<file path="src/hdl/wosd_pkg.sv">
// Package for the wheel odometry straight drive unit.
// Holds operation codes, register indexes, field widths and reset values.
// No dependencies.
package wosd_pkg;

    // Operation codes of a sample beat
    typedef enum logic [0:0] {
        OP_START  = 1'b0,
        OP_SAMPLE = 1'b1
    } op_t;

    // Configuration register indexes
    localparam int CFG_INDEX_W = 2;
    localparam int CFG_DATA_W  = 16;
    typedef enum logic [CFG_INDEX_W-1:0] {
        REG_TRIGGER_LEVEL     = 2'd0,
        REG_HYSTERESIS_MARGIN = 2'd1,
        REG_SAVED_CORRECTION  = 2'd2,
        REG_UNUSED            = 2'd3
    } cfg_reg_t;

    // Field widths
    localparam int TRIGGER_W    = 10;
    localparam int MARGIN_W     = 9;
    localparam int CORRECTION_W = 16;
    localparam int SPEED_W      = 8;
    localparam int LED_W        = 2;
    localparam int DIFF_W       = 9;
    localparam int WORD_W       = 9;
    localparam int DISTANCE_W   = 16;

    // Reset values of the configuration registers
    localparam logic [TRIGGER_W-1:0]    TRIGGER_RESET    = 10'd600;
    localparam logic [MARGIN_W-1:0]     MARGIN_RESET     = 9'd10;
    localparam logic [CORRECTION_W-1:0] CORRECTION_RESET = 16'hFFFF;

    // Difference limits and correction word encoding
    localparam logic signed [DIFF_W-1:0] DIFF_MAX       = 9'sd255;
    localparam logic [SPEED_W-1:0]       SPEED_FULL     = 8'd255;
    localparam logic [CORRECTION_W-1:0]  CORR_LIMIT     = 16'd512;
    localparam logic [WORD_W:0]          CORR_OFFSET    = 10'd256;

    // Default parameter values
    localparam int SAVE_INTERVAL_DEF = 128;
    localparam int SAMPLE_BITS_DEF   = 10;

endpackage

</file>
<file path="src/hdl/wosd_if.sv">
// Valid/ready channel interfaces of the wheel odometry straight drive unit.
// Sample, result and configuration channels; depends on wosd_pkg.
interface wosd_sample_if #(
    parameter int SAMPLE_BITS = wosd_pkg::SAMPLE_BITS_DEF
);
    logic                   valid;
    logic                   ready;
    wosd_pkg::op_t          operation;
    logic [SAMPLE_BITS-1:0] left_level;
    logic [SAMPLE_BITS-1:0] right_level;

    modport source (output valid, output operation, output left_level, output right_level,
                    input ready);
    modport sink (input valid, input operation, input left_level, input right_level,
                  output ready);
endinterface

interface wosd_result_if;
    logic                                valid;
    logic                                ready;
    logic [wosd_pkg::SPEED_W-1:0]        left_speed;
    logic [wosd_pkg::SPEED_W-1:0]        right_speed;
    logic [wosd_pkg::LED_W-1:0]          led_code;
    logic signed [wosd_pkg::DIFF_W-1:0]  wheel_difference;
    logic                                save_request;
    logic [wosd_pkg::WORD_W-1:0]         save_word;

    modport source (output valid, output left_speed, output right_speed, output led_code,
                    output wheel_difference, output save_request, output save_word,
                    input ready);
    modport sink (input valid, input left_speed, input right_speed, input led_code,
                  input wheel_difference, input save_request, input save_word,
                  output ready);
endinterface

interface wosd_cfg_if;
    logic                               valid;
    logic                               ready;
    logic [wosd_pkg::CFG_INDEX_W-1:0]   index;
    logic [wosd_pkg::CFG_DATA_W-1:0]    data;

    modport source (output valid, output index, output data, input ready);
    modport sink (input valid, input index, input data, output ready);
endinterface

</file>
<file path="src/hdl/wheel_odometry_straight_drive_unit.sv">
// Top level of the wheel odometry straight drive unit.
// Depends on wosd_pkg and the channel interfaces in wosd_if.sv.
//
// Takes one sample beat per cycle while the result channel is not stalled and
// returns one result beat per sample. Each beat runs both encoder levels
// through hysteresis comparators, steps the clamped wheel difference and the
// distance count, and derives the motor speeds from the difference. A start
// beat reloads the difference from the saved correction word, or zero if it
// is not below CORR_LIMIT. A save request comes with the left edge that
// brings the distance to a multiple of SAVE_INTERVAL. The rate is set by the
// single input register feeding one result register. The user writes
// configuration only while the unit is idle; the unit does not enforce it.
module wheel_odometry_straight_drive_unit #(
    parameter int SAVE_INTERVAL = wosd_pkg::SAVE_INTERVAL_DEF,
    parameter int SAMPLE_BITS   = wosd_pkg::SAMPLE_BITS_DEF
) (
    input  logic           clk,
    input  logic           rst_n,
    wosd_sample_if.sink    sample,
    wosd_result_if.source  result,
    wosd_cfg_if.sink       cfg
);
    import wosd_pkg::*;

    localparam int CMP_W = ((SAMPLE_BITS > TRIGGER_W) ? SAMPLE_BITS : TRIGGER_W) + 1;
    localparam int REM_W = (SAVE_INTERVAL > 2) ? $clog2(SAVE_INTERVAL) : 1;
    localparam logic [REM_W:0] REM_WRAP = (REM_W+1)'(SAVE_INTERVAL);
    localparam logic signed [DIFF_W:0] SUM_MAX = 10'sd255;
    localparam logic signed [DIFF_W:0] SUM_MIN = -10'sd255;

    // Configuration registers
    logic [TRIGGER_W-1:0]    trigger_reg;
    logic [MARGIN_W-1:0]     margin_reg;
    logic [CORRECTION_W-1:0] correction_reg;

    // Input register
    logic                   s1_valid_reg;
    op_t                    s1_op_reg;
    logic [SAMPLE_BITS-1:0] s1_left_reg;
    logic [SAMPLE_BITS-1:0] s1_right_reg;

    // Unit state
    logic                     left_phase_reg, left_phase_next;
    logic                     right_phase_reg, right_phase_next;
    logic signed [DIFF_W-1:0] diff_reg, diff_next;
    logic [DISTANCE_W-1:0]    dist_reg, dist_next;
    logic [REM_W-1:0]         rem_reg, rem_next;

    // Result register
    logic                     out_valid_reg;
    logic [SPEED_W-1:0]       left_speed_reg, left_speed_next;
    logic [SPEED_W-1:0]       right_speed_reg, right_speed_next;
    logic signed [DIFF_W-1:0] out_diff_reg;
    logic                     save_reg, save_next;
    logic [WORD_W-1:0]        word_reg, word_next;

    logic advance;
    logic fire;

    // Comparator and step signals
    logic [CMP_W-1:0]         left_ext, right_ext, trig_ext, marg_ext, upper;
    logic                     left_edge, right_edge;
    logic signed [DIFF_W:0]   sum;
    logic signed [DIFF_W:0]   load;
    logic [DISTANCE_W-1:0]    dist_inc;
    logic [REM_W:0]           rem_inc;

    assign advance     = !out_valid_reg || result.ready;
    assign fire        = s1_valid_reg && advance;
    assign sample.ready = !s1_valid_reg || advance;
    assign cfg.ready   = 1'b1;

    // Write configuration registers
    always_ff @(posedge clk or negedge rst_n)
    begin
        if (!rst_n)
        begin
            trigger_reg    <= TRIGGER_RESET;
            margin_reg     <= MARGIN_RESET;
            correction_reg <= CORRECTION_RESET;
        end
        else if (cfg.valid)
        begin
            unique case (cfg_reg_t'(cfg.index))
                REG_TRIGGER_LEVEL:     trigger_reg    <= cfg.data[TRIGGER_W-1:0];
                REG_HYSTERESIS_MARGIN: margin_reg     <= cfg.data[MARGIN_W-1:0];
                REG_SAVED_CORRECTION:  correction_reg <= cfg.data;
                default:               ;
            endcase
        end
    end

    // Compute the next state and the result of the held beat
    always_comb
    begin
        left_ext  = CMP_W'(s1_left_reg);
        right_ext = CMP_W'(s1_right_reg);
        trig_ext  = CMP_W'(trigger_reg);
        marg_ext  = CMP_W'(margin_reg);
        upper     = trig_ext + marg_ext;

        left_edge  = left_phase_reg ? ((left_ext + marg_ext) < trig_ext) : (left_ext > upper);
        right_edge = right_phase_reg ? ((right_ext + marg_ext) < trig_ext) : (right_ext > upper);

        sum      = {diff_reg[DIFF_W-1], diff_reg} + {{DIFF_W{1'b0}}, left_edge}
                   - {{DIFF_W{1'b0}}, right_edge};
        load     = {1'b0, correction_reg[WORD_W-1:0]} - CORR_OFFSET;
        dist_inc = dist_reg + DISTANCE_W'(1);
        rem_inc  = {1'b0, rem_reg} + (REM_W+1)'(1);

        left_phase_next  = left_phase_reg;
        right_phase_next = right_phase_reg;
        diff_next        = diff_reg;
        dist_next        = dist_reg;
        rem_next         = rem_reg;
        save_next        = 1'b0;

        if (s1_op_reg == OP_START)
        begin
            left_phase_next  = 1'b0;
            right_phase_next = 1'b0;
            if (correction_reg < CORR_LIMIT)
                diff_next = (load < SUM_MIN) ? DIFF_W'(SUM_MIN) : DIFF_W'(load);
            else
                diff_next = '0;
        end
        else
        begin
            left_phase_next  = left_phase_reg ^ left_edge;
            right_phase_next = right_phase_reg ^ right_edge;
            if (sum > SUM_MAX)
                diff_next = DIFF_W'(SUM_MAX);
            else if (sum < SUM_MIN)
                diff_next = DIFF_W'(SUM_MIN);
            else
                diff_next = DIFF_W'(sum);
            // Track distance modulo the save interval; a wrap to zero restarts it
            if (left_edge)
            begin
                dist_next = dist_inc;
                rem_next  = ((dist_inc == '0) || (rem_inc == REM_WRAP)) ? '0
                            : rem_inc[REM_W-1:0];
                save_next = (rem_next == '0);
            end
        end

        word_next = save_next ? WORD_W'({diff_next[DIFF_W-1], diff_next} + CORR_OFFSET)
                              : '0;

        // Slow the faster wheel
        if (diff_next > 0)
        begin
            left_speed_next  = SPEED_W'(DIFF_MAX - diff_next);
            right_speed_next = SPEED_FULL;
        end
        else
        begin
            left_speed_next  = SPEED_FULL;
            right_speed_next = SPEED_W'(DIFF_MAX + diff_next);
        end
    end

    // Hold control state: input stage, result stage and unit state
    always_ff @(posedge clk or negedge rst_n)
    begin
        if (!rst_n)
        begin
            s1_valid_reg    <= 1'b0;
            out_valid_reg   <= 1'b0;
            left_phase_reg  <= 1'b0;
            right_phase_reg <= 1'b0;
            diff_reg        <= '0;
            dist_reg        <= '0;
            rem_reg         <= '0;
        end
        else
        begin
            if (sample.ready)
                s1_valid_reg <= sample.valid;
            if (advance)
                out_valid_reg <= s1_valid_reg;
            if (fire)
            begin
                left_phase_reg  <= left_phase_next;
                right_phase_reg <= right_phase_next;
                diff_reg        <= diff_next;
                dist_reg        <= dist_next;
                rem_reg         <= rem_next;
            end
        end
    end

    // Load payload registers
    always_ff @(posedge clk)
    begin
        if (sample.ready && sample.valid)
        begin
            s1_op_reg    <= sample.operation;
            s1_left_reg  <= sample.left_level;
            s1_right_reg <= sample.right_level;
        end
        if (fire)
        begin
            left_speed_reg  <= left_speed_next;
            right_speed_reg <= right_speed_next;
            out_diff_reg    <= diff_next;
            save_reg        <= save_next;
            word_reg        <= word_next;
        end
    end

    // Drive the result beat
    assign result.valid            = out_valid_reg;
    assign result.left_speed       = left_speed_reg;
    assign result.right_speed      = right_speed_reg;
    assign result.led_code         = {right_phase_reg, left_phase_reg};
    assign result.wheel_difference = out_diff_reg;
    assign result.save_request     = save_reg;
    assign result.save_word        = word_reg;

endmodule

</file>
<file path="src/flat_wrapper.sv">
// flat-port wrapper written by rule: the top's interface ports become plain ports
module wheel_odometry_straight_drive_unit_flat import wosd_pkg::*;
#(
    parameter int SAVE_INTERVAL = wosd_pkg::SAVE_INTERVAL_DEF,
    parameter int SAMPLE_BITS   = wosd_pkg::SAMPLE_BITS_DEF
)
  (clk, rst_n, sample_valid, sample_operation, sample_left_level, sample_right_level, sample_ready, result_valid, result_left_speed, result_right_speed, result_led_code, result_wheel_difference, result_save_request, result_save_word, result_ready, cfg_valid, cfg_index, cfg_data, cfg_ready);
  wosd_sample_if #(.SAMPLE_BITS(SAMPLE_BITS)) sample_i ();
  wosd_result_if result_i ();
  wosd_cfg_if cfg_i ();
  input  logic clk;
  input  logic rst_n;
  input wire logic [$bits(sample_i.valid)-1:0] sample_valid;
  input wire logic [$bits(sample_i.operation)-1:0] sample_operation;
  input wire logic [$bits(sample_i.left_level)-1:0] sample_left_level;
  input wire logic [$bits(sample_i.right_level)-1:0] sample_right_level;
  output wire logic [$bits(sample_i.ready)-1:0] sample_ready;
  output wire logic [$bits(result_i.valid)-1:0] result_valid;
  output wire logic [$bits(result_i.left_speed)-1:0] result_left_speed;
  output wire logic [$bits(result_i.right_speed)-1:0] result_right_speed;
  output wire logic [$bits(result_i.led_code)-1:0] result_led_code;
  output wire logic [$bits(result_i.wheel_difference)-1:0] result_wheel_difference;
  output wire logic [$bits(result_i.save_request)-1:0] result_save_request;
  output wire logic [$bits(result_i.save_word)-1:0] result_save_word;
  input wire logic [$bits(result_i.ready)-1:0] result_ready;
  input wire logic [$bits(cfg_i.valid)-1:0] cfg_valid;
  input wire logic [$bits(cfg_i.index)-1:0] cfg_index;
  input wire logic [$bits(cfg_i.data)-1:0] cfg_data;
  output wire logic [$bits(cfg_i.ready)-1:0] cfg_ready;
  assign sample_i.valid = sample_valid;
  assign sample_i.operation = sample_operation;
  assign sample_i.left_level = sample_left_level;
  assign sample_i.right_level = sample_right_level;
  assign sample_ready = sample_i.ready;
  assign result_valid = result_i.valid;
  assign result_left_speed = result_i.left_speed;
  assign result_right_speed = result_i.right_speed;
  assign result_led_code = result_i.led_code;
  assign result_wheel_difference = result_i.wheel_difference;
  assign result_save_request = result_i.save_request;
  assign result_save_word = result_i.save_word;
  assign result_i.ready = result_ready;
  assign cfg_i.valid = cfg_valid;
  assign cfg_i.index = cfg_index;
  assign cfg_i.data = cfg_data;
  assign cfg_ready = cfg_i.ready;
  wheel_odometry_straight_drive_unit #(.SAVE_INTERVAL(SAVE_INTERVAL), .SAMPLE_BITS(SAMPLE_BITS)) u_core (.clk(clk), .rst_n(rst_n), .sample(sample_i), .result(result_i), .cfg(cfg_i));
endmodule
</file>
<file path="config.mk">
export PLATFORM = sky130hd
export DESIGN_NAME = wheel_odometry_straight_drive_unit_flat
export DESIGN_NICKNAME = d
export VERILOG_FILES = /design/src/hdl/wosd_pkg.sv /design/src/hdl/wosd_if.sv /design/src/hdl/wheel_odometry_straight_drive_unit.sv /design/src/flat_wrapper.sv
export SDC_FILE = /design/constraint.sdc
export NUM_CORES = 1
export LEC_CHECK = 0
export BUFFER_PORTS_ARGS = -buffer_cell sky130_fd_sc_hd__buf_2
export CAP_MARGIN = 25
export CORE_UTILIZATION = 40
export DETAILED_ROUTE_END_ITERATION = 7
export GPL_TIMING_DRIVEN = 0
export PLACE_DENSITY_LB_ADDON = 0.2
export REMOVE_ABC_BUFFERS = 1
export SYNTH_ARGS = -nofsm -noshare
export SYNTH_HDL_FRONTEND = slang
export SYNTH_SLANG_ARGS = --single-unit
</file>
<file path="constraint.sdc">
create_clock -name clk -period 7.8 [get_ports clk]
set_input_delay 1.56 -clock clk [delete_from_list [all_inputs] [get_ports clk]]
set_output_delay 1.56 -clock clk [all_outputs]
set_load 0.02 [all_outputs]
</file>
==> results of run 1 <==
kinds of logic after synthesis:
family / after synthesis
AO/OA/AOI/OAI: 192
AND/OR/NAND/NOR: 189
flip-flops: 127
adder cells (fa/ha/maj): 80
buffers and inverters: 63
XOR/XNOR: 47
multiplexers: 28
other: 1
routing by layer:
layer	GRT usage [%]	share of wire, %
met5	0	0
met4	6.79	1.7
met3	5.06	4.9
met2	30.5	48
met1	22.6	45
cells in the final DEF, fill, tap and decap left out, types with 7 or more instances in the layout:
cell,instances
xor2_1,16
dfstp_2,22
nand3_1,11
ha_1,76
o21bai_1,14
inv_1,52
nand2b_1,13
and3_1,9
nor3_1,17
o21ai_0,41
mux2_2,28
o21a_1,11
buf_2,81
edfxtp_1,56
dfrtp_1,49
nor2b_1,9
nand2_1,56
o31ai_1,7
nor2_1,32
nand4_1,7
xnor2_1,31
a22oi_1,7
a21oi_1,37
clkbuf_16,17
a21o_1,18
worst min-delay path by stage:
stage / slack [ps] / startpoint / end
5_1_grt: 520 / u_core.s1_valid_reg$_DFFE_PN0N_ / u_core.result.valid$_DFFE_PN0P_
3_3_place_gp: 470 / u_core.diff_reg[8]$_DFFE_PN0P_ / u_core.diff_reg[8]$_DFFE_PN0P_
3_5_place_dp: 480 / u_core.diff_reg[0]$_DFFE_PN0P_ / u_core.diff_reg[0]$_DFFE_PN0P_
4_1_cts: 500 / u_core.dist_reg[2]$_DFFE_PN0P_ / u_core.dist_reg[2]$_DFFE_PN0P_
2_1_floorplan: 450 / u_core.diff_reg[0]$_DFFE_PN0P_ / u_core.diff_reg[0]$_DFFE_PN0P_
6_report: 500 / u_core.s1_valid_reg$_DFFE_PN0N_ / u_core.result.valid$_DFFE_PN0P_
area by class of cell:
type / instances / share of cell area, %
sequential: 127 / 38.2
clock inverter: 15 / 1.81
tap: 260 / 3.57
clock buffer: 17 / 4.67
timing repair buffer: 84 / 4.96
multi-input combinational: 537 / 44.6
inverter: 53 / 2.18
report_power, final:
group,switching (mW),internal (mW)
Clock,0.345,0.456
Sequential,0.100,0.934
Combinational,1.18,0.777
Total,1.63,2.17
per-stage QoR:
step / power (mW) / setup slack, ps / utilization (%) / instances
after floorplan: 2.48 / 1730 / - / 717
after global placement: 2.92 / 577 / 44.9 / 1059
after detailed placement: 2.99 / 586 / 45.1 / 1061
after CTS: 3.81 / 564 / 48.2 / 1093
after global routing: 4.10 / 103 / 48.2 / 1093
final: 3.79 / 591 / 48.2 / 1093
==> qor.yml, run 1 <==
outcome:
  outcome: "finished, final reports clean"
final_layout:
  multi_input_comb_area_um2: 4060
  antenna_cells: 0
  area.growth.synth_to_final_pct: 17.0
  postLayoutCellArea_um2: 9110
  post_route_cells_drive_above_1_share_pct: 22.8
  seqCellArea_um2: 3490
  layout.filler_cells: 1721
  final_net_count: 944
drt:
  via_count: 5821
  detail_route.iter0.violations: 382
  postRouteAntennaNets: 0
  drc: 0
  detail_route.vias_per_cell: 5.33
  wl_per_cell_um: 15.6
  routed_wl_um: 17100
  detail_route.first_pass.iterations: 5
floorplanning:
  rows: 50
  core_region_area_um2: 18900
  die_height_um: 142
  chipWidth_um: 142
  io_pins: 84
  die_area_um2: 20000
  initial_core_util_pct: 41.3
setup_path:
  timing.critical_path.fanout_max: 10
  most_frequent_cell_on_the_critical_path: "ha_1"
  cpLargestDelayFamily: "compound AO/OA/AOI/OAI gates"
  crit-reg2reg-capture: "u_core.result.left_speed[0]$_SDFFCE_PP1P_"
  cp_cell_sequence: "ha_1 > and3_1 > a221o_1 > o22ai_1 > xor2_1 > ha_1 > a2111oi_0 > and3_1 > nor3b_1 > o31ai_1 > o211ai_2 > ha_1 > fa_1 > a21o_1 > nand4_1 > nand3_1 > a21boi_0 > nor2_4 > o211ai_1 > o31ai_4 > or2_2"
  critical_path.max_stage_delay_ps: 880
  r2r_cells: 21
  critical_path_depth: 21
  crit_end_category: "register"
  worst-setup-path-type: "reg2reg"
  timing.critical_path.from_type: "register"
  launching_element_of_the_worst_setup_path: "u_core.margin_reg[3]$_DFFE_PN1P_"
  critical_path.endpoint: "u_core.result.left_speed[0]$_SDFFCE_PP1P_"
  timing.critical_path.arrival_ps: 7390
  timing.critical_path.buf_inv: 0
  worst_r2r_startpoint: "u_core.margin_reg[3]$_DFFE_PN1P_"
  ff2ff_setup_slack_ps: 590
  cp.required_ps: 7980
  crit_slowest_cell: "o211ai_1"
sta:
  slew_viol_final: 0
  fmaxAchievable_ghz: 0.139
  timing.max_slew.rel_slack_pct: 29.0
  final_clock_skew_ps: 11.8
  finalHoldViolCount: 0
  worstMarginPinSlew_ps: 1060
  fin_worst_hold_slack_ps: 495
  grt_setup_unrepaired: "no"
  post-route-min-period_ps: 7210
  setup_viol_count_final: 0
  final.period_utilization_pct: 92.4
  fin_tns_setup_ps: 0
yosys:
  synth.cells.most_frequent: "76 x ha_1, 56 x edfxtp_1, 56 x nand2_1, 53 x inv_1, 49 x dfrtp_1"
  async_reset_ff_share_pct: 55.9
  synth.top_cells.by_area: "edfxtp_1 22%, dfrtp_1 16%, ha_1 12%"
  post_synth_inst_count: 727
  synth-xor-area-share_pct: 5.28
  syn_area_per_cell_um2: 10.7
  library_cell_occupying_the_most_area_in_the_post_synthesis_netlist: "edfxtp_1"
  synth_mux_area_share_pct: 4.05
  yosys.cell_count.top_type: "ha_1"
  synth-edff-count: 56
  synth_cell_type_count: 74
  yosysWarningCount: 0
  synthSimpleGateAreaFrac_pct: 12.5
  post_synth_instance_area_um2: 7790
  synth_compound_gate_area_share_pct: 17.0
  dominantRegCellSynth: "edfxtp_1"
  yosysSeqAreaShare_pct: 44.7
  postSynthRegisterBits: 127
  synthDominantCellAreaShare_pct: 21.6
  combinational_family_with_the_most_area_after_synthesis: "compound AO/OA/AOI/OAI gates"
  post_synth_fa_ha_maj_area_fraction_pct: 13.2
clocking:
  cts_buffer_depth: 2
  clock_tree_from_tritoncts: "yes"
  ctsRootBufferMaster: "clkbuf_16"
  total_of_hold_buffers_inserted_after_clock_tree_synthesis: 0
  h_tree_lvl_count: 4
  clk_latency_worst_skew_pair_ps: 430
  tritoncts.num_buffers: 17
  count_of_clock_tree_sinks: 127
  cts.reportedPaths.clkPinSlew_ps: 70
  count_of_cells_resized_by_post_cts_repair: 0
  post-cts-setup-buffer-count: 0
min_path:
  timing.hold.worst.class: "reg2reg"
  whs_path_depth: 1
grt:
  global_route_wire_length_before_repair_um: 28600
  antenna_found_initial: 0
  via_count_of_the_first_global_routing_pass: 5937
  grt-ovfl-total: 0
  global_route.usage.total_pct: 18.3
  grt_max_degree: 72
power_and_ir_drop:
  cellPowerDensity_nw_per_um2: 416
  p_leak_nw: 3.95
  vdd_ir_drop_max_v: 0.000193
placed_design:
  io_buffers: 82
  place_congestion: 0.842
  dpl-instance-area_um2: 8520
  hpwl_um: 13000
run:
  maxCapViolCount: 0
(Power assumes the default switching activity.)
==> inputs of run 2 (changes only) <==
--- a/config.mk
+++ b/config.mk
@@ -9,7 +9,6 @@
 export CAP_MARGIN = 25
 export CORE_UTILIZATION = 40
 export DETAILED_ROUTE_END_ITERATION = 7
-export GPL_TIMING_DRIVEN = 0
 export PLACE_DENSITY_LB_ADDON = 0.2
 export REMOVE_ABC_BUFFERS = 1
 export SYNTH_ARGS = -nofsm -noshare
==> run 2 against run 1 <==
Net effect: critical path depth did not move; critical endpoint unchanged; largest power group unchanged; hold slack improved by 2.6 ps; non-clock buffer count rose by 2; setup slack improved by 310 ps.
==> qor.yml, run 2 (synthesized netlist as in run 1, its figures left out) <==
placed_design:
  hpwl_um: 13700  # +5.9%
  io_buffers: 82  # unchanged
  place_congestion: 0.872  # +3.6%
clocking:
  count_of_clock_tree_sinks: 127  # unchanged
  clk_latency_worst_skew_pair_ps: 430  # about the same
  ctsRootBufferMaster: "clkbuf_16"
  total_of_hold_buffers_inserted_after_clock_tree_synthesis: 0  # unchanged
  cts_buffer_depth: 2  # unchanged
  count_of_cells_resized_by_post_cts_repair: 0  # unchanged
  post-cts-setup-buffer-count: 0  # unchanged
  cts.reportedPaths.clkPinSlew_ps: 60  # about the same
  clock_tree_from_tritoncts: "yes"
  h_tree_lvl_count: 4  # unchanged
  tritoncts.num_buffers: 17  # unchanged
setup_path:
  cp.required_ps: 7970  # about the same
  timing.critical_path.fanout_max: 10  # unchanged
  timing.critical_path.buf_inv: 0  # unchanged
  cpLargestDelayFamily: "compound AO/OA/AOI/OAI gates"
  crit_slowest_cell: "o211ai_1"
  critical_path.max_stage_delay_ps: 790  # -90 ps
  timing.critical_path.arrival_ps: 7070  # -320 ps
  cp_cell_sequence: "ha_1 > a21o_1 > a221o_1 > o22ai_1 > xor2_1 > ha_1 > a2111oi_0 > and3_1 > nor3b_1 > o31ai_1 > o211ai_2 > ha_1 > fa_1 > a21o_1 > nand4_1 > nand3_1 > a21boi_0 > nor2_4 > o211ai_1 > o31ai_4 > or2_2"
  timing.critical_path.from_type: "register"
  worst-setup-path-type: "reg2reg"
  crit_end_category: "register"
  most_frequent_cell_on_the_critical_path: "ha_1"
power_and_ir_drop:
  clock_power_share_pct: 21.7  # +0.6 points
  cellInternalPower_mw: 2.22  # +2.4%
  power.switching_mw: 1.61  # -0.93%
  power.share.switching_pct: 42.1  # -0.81 points
  vdd_ir_drop_max_v: 0.000179  # -7.6%
  p_seq_share_pct: 27.1  # -0.2 points
  p_leak_nw: 3.96  # +0.48%
  cellPowerDensity_nw_per_um2: 420  # +0.87%
  power_frac_comb_pct: 51.3  # -0.3 points
final_layout:
  layout.core_utilization_pct: 48.3  # +0.060 points
  area.growth.synth_to_final_pct: 17.1
  antenna_cells: 0  # unchanged
  layout.cells.most_common_list: "82 x buf_2, 76 x ha_1, 56 x nand2_1, 56 x edfxtp_1, 53 x inv_1"
  mostFrequentLayoutCell: "buf_2"
  post_route_cells_drive_above_1_share_pct: 22.9  # +0.065 points
  final_net_count: 946  # +0.21%
floorplanning:
  die_height_um: 142  # unchanged
  io_pins: 84  # unchanged
  core_region_area_um2: 18900  # unchanged
  rows: 50  # unchanged
  chipWidth_um: 142  # unchanged
  die_area_um2: 20000  # unchanged
  initial_core_util_pct: 41.3  # unchanged
drt:
  detail_route.first_pass.iterations: 5  # unchanged
  routed_wl_um: 17800  # +4.4%
  postRouteAntennaNets: 0  # unchanged
  via_count: 5760  # -1.0%
  detail_route.iter0.violations: 358  # -6.3%
  detail_route.vias_per_cell: 5.26  # -1.2%
  drc: 0  # unchanged
  wl_per_cell_um: 16.3  # +4.3%
outcome:
  outcome: "finished, final reports clean"
grt:
  global_route_wire_length_before_repair_um: 29400  # +2.9%
  via_count_of_the_first_global_routing_pass: 5923  # -0.24%
  globalRouteMet1Util_pct: 23.5  # +0.87 points
  grt_most_used_layer: "met2"
  global_route.usage.total_pct: 19.1  # +0.78 points
  grt_max_degree: 72  # unchanged
  grt-ovfl-total: 0  # unchanged
  globalRouteMet3Util_pct: 3.78  # -1.3 points
  antenna_found_initial: 0  # unchanged
  use_met2_pct: 33.0  # +2.5 points
min_path:
  timing.hold.worst.class: "reg2reg"
sta:
  final.period_utilization_pct: 88.5  # -4.0 points
  fin_tns_setup_ps: 0  # unchanged
  final_clock_skew_ps: 11.3  # -0.449 ps
  grt_setup_unrepaired: "no"
  post-route-min-period_ps: 6900  # -309 ps
  setup_viol_count_final: 0  # unchanged
  worstMarginPinSlew_ps: 985  # -75.9 ps
  finalHoldViolCount: 0  # unchanged
  slew_viol_final: 0  # unchanged
  timing.max_slew.rel_slack_pct: 34.1  # +5.2 points
  fmaxAchievable_ghz: 0.145  # +4.5%
run:
  maxCapViolCount: 0  # unchanged
run 2: final cells by class:
cell class              count  area (um^2)
inverters                  53          199
well taps                 260          325
clock inverters            14          174
flip-flops and latches    127         3490
repair buffers             86          440
fillers                  1762         9770
clock buffers              18          439
multi-input cells         537         4060
run 2: metrics by stage:
step / power (mW) / setup slack (ps) / instances / hold WS, ps / cell area, um^2
after global placement: 2.98 / 981 / 1063 / 472 / 8510
after floorplan: 2.48 / 1730 / 717 / 450 / 7740
after CTS: 3.87 / 833 / 1095 / 500 / 9130
after global routing: 4.14 / 323 / 1095 / 515 / 9130
after detailed placement: 3.02 / 863 / 1063 / 479 / 8510
final: 3.83 / 900 / 1095 / 498 / 9130
run 2: path summary, 6_finish.rpt:
kind	slack, ps	start	to	cells past startpoint
min in group asynchronous	1340	rst_n	u_core.diff_reg[4]$_DFFE_PN0P_	2
max in group asynchronous	5840	rst_n	u_core.dist_reg[8]$_DFFE_PN0P_	2
setup reg to reg	900	u_core.margin_reg[1]$_DFFE_PN1P_	u_core.result.left_speed[0]$_SDFFCE_PP1P_	21
setup / recovery	900	u_core.margin_reg[1]$_DFFE_PN1P_	u_core.result.left_speed[0]$_SDFFCE_PP1P_	21
hold / removal	500	u_core.dist_reg[2]$_DFFE_PN0P_	u_core.dist_reg[2]$_DFFE_PN0P_	1
hold reg to reg	500	u_core.dist_reg[2]$_DFFE_PN0P_	u_core.dist_reg[2]$_DFFE_PN0P_	1
run 2: metal layers:
metal / vias to the layer above / wire [um]
met2: 111 / 8860
met4: 0 / 330
li1: 2868 / -
met1: 2761 / 8090
met3: 20 / 538
met5: - / 0
run 2: power groups by stage:
stage / clock, mW / combinational, mW / sequential (mW)
detailed placement: 0 / 1.97 / 1.05
CTS: 0.848 / 1.98 / 1.04
floorplan: 0 / 1.37 / 1.11
global placement: 0 / 1.93 / 1.04
finish: 0.829 / 1.96 / 1.04
global route: 0.879 / 2.21 / 1.06
==> inputs of run 3 (changes only) <==
--- a/config.mk
+++ b/config.mk
@@ -9,8 +9,10 @@
 export CAP_MARGIN = 25
 export CORE_UTILIZATION = 40
 export DETAILED_ROUTE_END_ITERATION = 7
-export PLACE_DENSITY_LB_ADDON = 0.2
+export GPL_ROUTABILITY_DRIVEN = 0
+export PLACE_DENSITY = 0.6
 export REMOVE_ABC_BUFFERS = 1
+export SLEW_MARGIN = 20
 export SYNTH_ARGS = -nofsm -noshare
 export SYNTH_HDL_FRONTEND = slang
 export SYNTH_SLANG_ARGS = --single-unit
==> run 3 against run 2 <==
Net effect: hold slack worse by 15 ps; design area is 0.75% higher; first-iteration DRC count is 2.8% higher; register-to-register slack better by 100 ps; critical path depth is 3 higher; utilization is 0.36 points higher; wire length is 4.9% lower; clock skew is 2.6 ps lower; flip-flop and latch count stayed put; largest cell class unchanged.
==> qor.yml, run 3 (synthesized netlist as in run 1, its figures left out) <==
outcome:
  outcome: "finished, final reports clean"
grt:
  global_route.usage.total_pct: 18.1  # -0.92 points
  grt_max_degree: 72  # unchanged
  grt-ovfl-total: 0  # unchanged
  via_count_of_the_first_global_routing_pass: 5575  # -5.9%
  antenna_found_initial: 0  # unchanged
  global_route_wire_length_before_repair_um: 28000  # -4.9%
min_path:
  worstHoldEndpoint: "u_core.diff_reg[8]$_DFFE_PN0P_"
  timing.hold.worst.class: "reg2reg"
  whs_path_depth: 2  # +1
  worstHoldStart: "u_core.diff_reg[8]$_DFFE_PN0P_"
drt:
  detail_route.first_pass.iterations: 4  # -1
  routed_wl_um: 16900  # -4.9%
  via_count: 5694  # -1.1%
  detail_route.iter0.violations: 368  # +2.8%
  wl_per_cell_um: 15.4  # -5.2%
  drc: 0  # unchanged
  detail_route.vias_per_cell: 5.19  # -1.4%
  postRouteAntennaNets: 0  # unchanged
sta:
  fmaxAchievable_ghz: 0.147  # +1.5%
  finalHoldViolCount: 0  # unchanged
  final_clock_skew_ps: 8.73  # -2.61 ps
  timing.max_slew.rel_slack_pct: 36.3  # +2.1 points
  fin_tns_setup_ps: 0  # unchanged
  worstMarginPinSlew_ps: 952  # -33.2 ps
  slew_viol_final: 0  # unchanged
  final.period_utilization_pct: 87.2  # -1.3 points
  setup_viol_count_final: 0  # unchanged
  post-route-min-period_ps: 6800  # -99.8 ps
  grt_setup_unrepaired: "no"
clocking:
  clk_latency_worst_skew_pair_ps: 430  # about the same
  cts.reportedPaths.clkPinSlew_ps: 60  # about the same
  cts_buffer_depth: 2  # unchanged
  clock_tree_from_tritoncts: "yes"
  h_tree_lvl_count: 4  # unchanged
  count_of_clock_tree_sinks: 127  # unchanged
  post-cts-setup-buffer-count: 0  # unchanged
  total_of_hold_buffers_inserted_after_clock_tree_synthesis: 0  # unchanged
  count_of_cells_resized_by_post_cts_repair: 0  # unchanged
  ctsRootBufferMaster: "clkbuf_16"
  tritoncts.num_buffers: 17  # unchanged
final_layout:
  final_net_count: 949  # +0.32%
  mostFrequentLayoutCell: "buf_2"
  area.growth.synth_to_final_pct: 18.0
  antenna_cells: 0  # unchanged
  layout.cells.most_common_list: "82 x buf_2, 76 x ha_1, 56 x nand2_1, 56 x edfxtp_1, 52 x inv_1"
  layoutNonFillerInstCount: 1098  # +0.27%
  postLayoutCellArea_um2: 9200  # +0.75%
  post_route_cells_drive_above_1_share_pct: 23.0  # +0.16 points
setup_path:
  timing.critical_path.arrival_ps: 6970  # -100 ps
  crit_slowest_cell: "o211ai_1"
  crit-reg2reg-capture: "u_core.result.left_speed[0]$_SDFFCE_PP1P_"
  cp_cell_sequence: "ha_1 > fa_1 > a21o_1 > a21o_1 > a21oi_1 > o21bai_1 > xnor2_1 > ha_1 > o21a_1 > o21a_1 > o21ai_0 > nor3b_1 > o31ai_1 > o211ai_2 > ha_1 > fa_1 > a21o_1 > nand4_1 > nand3_1 > a21boi_0 > nor2_4 > o211ai_1 > o31ai_4 > or2_2"
  r2r_cells: 24  # +14%
  timing.critical_path.fanout_max: 10  # unchanged
  worst-setup-path-type: "reg2reg"
  crit_end_category: "register"
  cp.required_ps: 7970  # about the same
  ff2ff_setup_slack_ps: 1000  # +100 ps
  worst_r2r_startpoint: "u_core.margin_reg[0]$_DFFE_PN0P_"
  critical_path.max_stage_delay_ps: 800  # about the same
  timing.critical_path.from_type: "register"
power_and_ir_drop:
  cellPowerDensity_nw_per_um2: 418  # -0.37%
  p_leak_nw: 3.97  # +0.20%
  vdd_ir_drop_max_v: 0.000204  # +14%
placed_design:
  hpwl_um: 12800  # -6.5%
  post-place-cells: 1063  # unchanged
  io_buffers: 82  # unchanged
  dpl-instance-area_um2: 8510  # unchanged
floorplanning:
  core_region_area_um2: 18900  # unchanged
  die_area_um2: 20000  # unchanged
  rows: 50  # unchanged
  initial_core_util_pct: 41.3  # unchanged
  io_pins: 84  # unchanged
  die_height_um: 142  # unchanged
  chipWidth_um: 142  # unchanged
run:
  maxCapViolCount: 0  # unchanged
run 3: changes by cell type in the layout (fill, tap and decap cells not counted), moves of 2 or more:
| cell | before | now |
|---|---|---|
| inv_8 | 5 | 2 |
| clkinv_4 | 4 | 1 |
| clkinvlp_4 | 0 | 5 |
| bufinv_16 | 2 | 4 |
run 3: power by group:
group	leakage (nW)	total [mW]	internal (mW)	switching (mW)
logic	2.31	1.95	0.792	1.16
clock network	0.293	0.857	0.541	0.317
registers	1.37	1.04	0.934	0.102
run 3: critical path, delay by kind of cell (launching register included):
kind,cells,cell delay [ps]
adders and majority gates,5,1650
and+or+nand+nor,5,750
AOI/OAI and AO/OA,13,3490
DFF,1,420
xor gates and xnor gates,1,230
run 3: how the worst max path moves through the flow:
| stage | start | end | slack, ps | cells after the start |
|---|---|---|---|---|
| global placement | u_core.margin_reg[1]$_DFFE_PN1P_ | u_core.result.right_speed[6]$_SDFFCE_PN1P_ | 1170 | 22 |
| global route | u_core.margin_reg[1]$_DFFE_PN1P_ | u_core.result.left_speed[0]$_SDFFCE_PP1P_ | 430 | 21 |
| finish | u_core.margin_reg[0]$_DFFE_PN0P_ | u_core.result.left_speed[0]$_SDFFCE_PP1P_ | 1000 | 24 |
| floorplan | u_core.margin_reg[1]$_DFFE_PN1P_ | u_core.result.right_speed[6]$_SDFFCE_PN1P_ | 1730 | 27 |
| CTS | u_core.margin_reg[0]$_DFFE_PN0P_ | u_core.result.left_speed[0]$_SDFFCE_PP1P_ | 1000 | 24 |
| detailed placement | u_core.margin_reg[0]$_DFFE_PN0P_ | u_core.result.left_speed[0]$_SDFFCE_PP1P_ | 1020 | 24 |
run 3: cell type report:
class	count	area, um^2
Fill cell	1776	9700
Multi-Input combinational cell	537	4060
Sequential cell	127	3490
Timing Repair Buffer	89	487
Clock buffer	18	429
Tap cell	260	325
Clock inverter	14	206
Inverter	53	199
run 3: routing by layer:
metal / global-route usage (%) / routed length [um] / vias to the layer above
met3: 3.78 / 590 / 16
met1: 24.6 / 8390 / 2689
li1: - / - / 2870
met4: 7.47 / 314 / 0
met5: 0 / 0 / -
met2: 28.3 / 7650 / 119
run 3: per-stage QoR:
step / setup slack (ps) / hold slack (ps) / total power [mW] / util, %
after floorplan: 1730 / 450 / 2.48 / -
after global placement: 1170 / 467 / 2.97 / 45.1
after detailed placement: 1020 / 472 / 2.99 / 45.1
after CTS: 1000 / 484 / 3.87 / 48.4
after global routing: 435 / 523 / 4.14 / 48.7
final: 1000 / 483 / 3.85 / 48.7
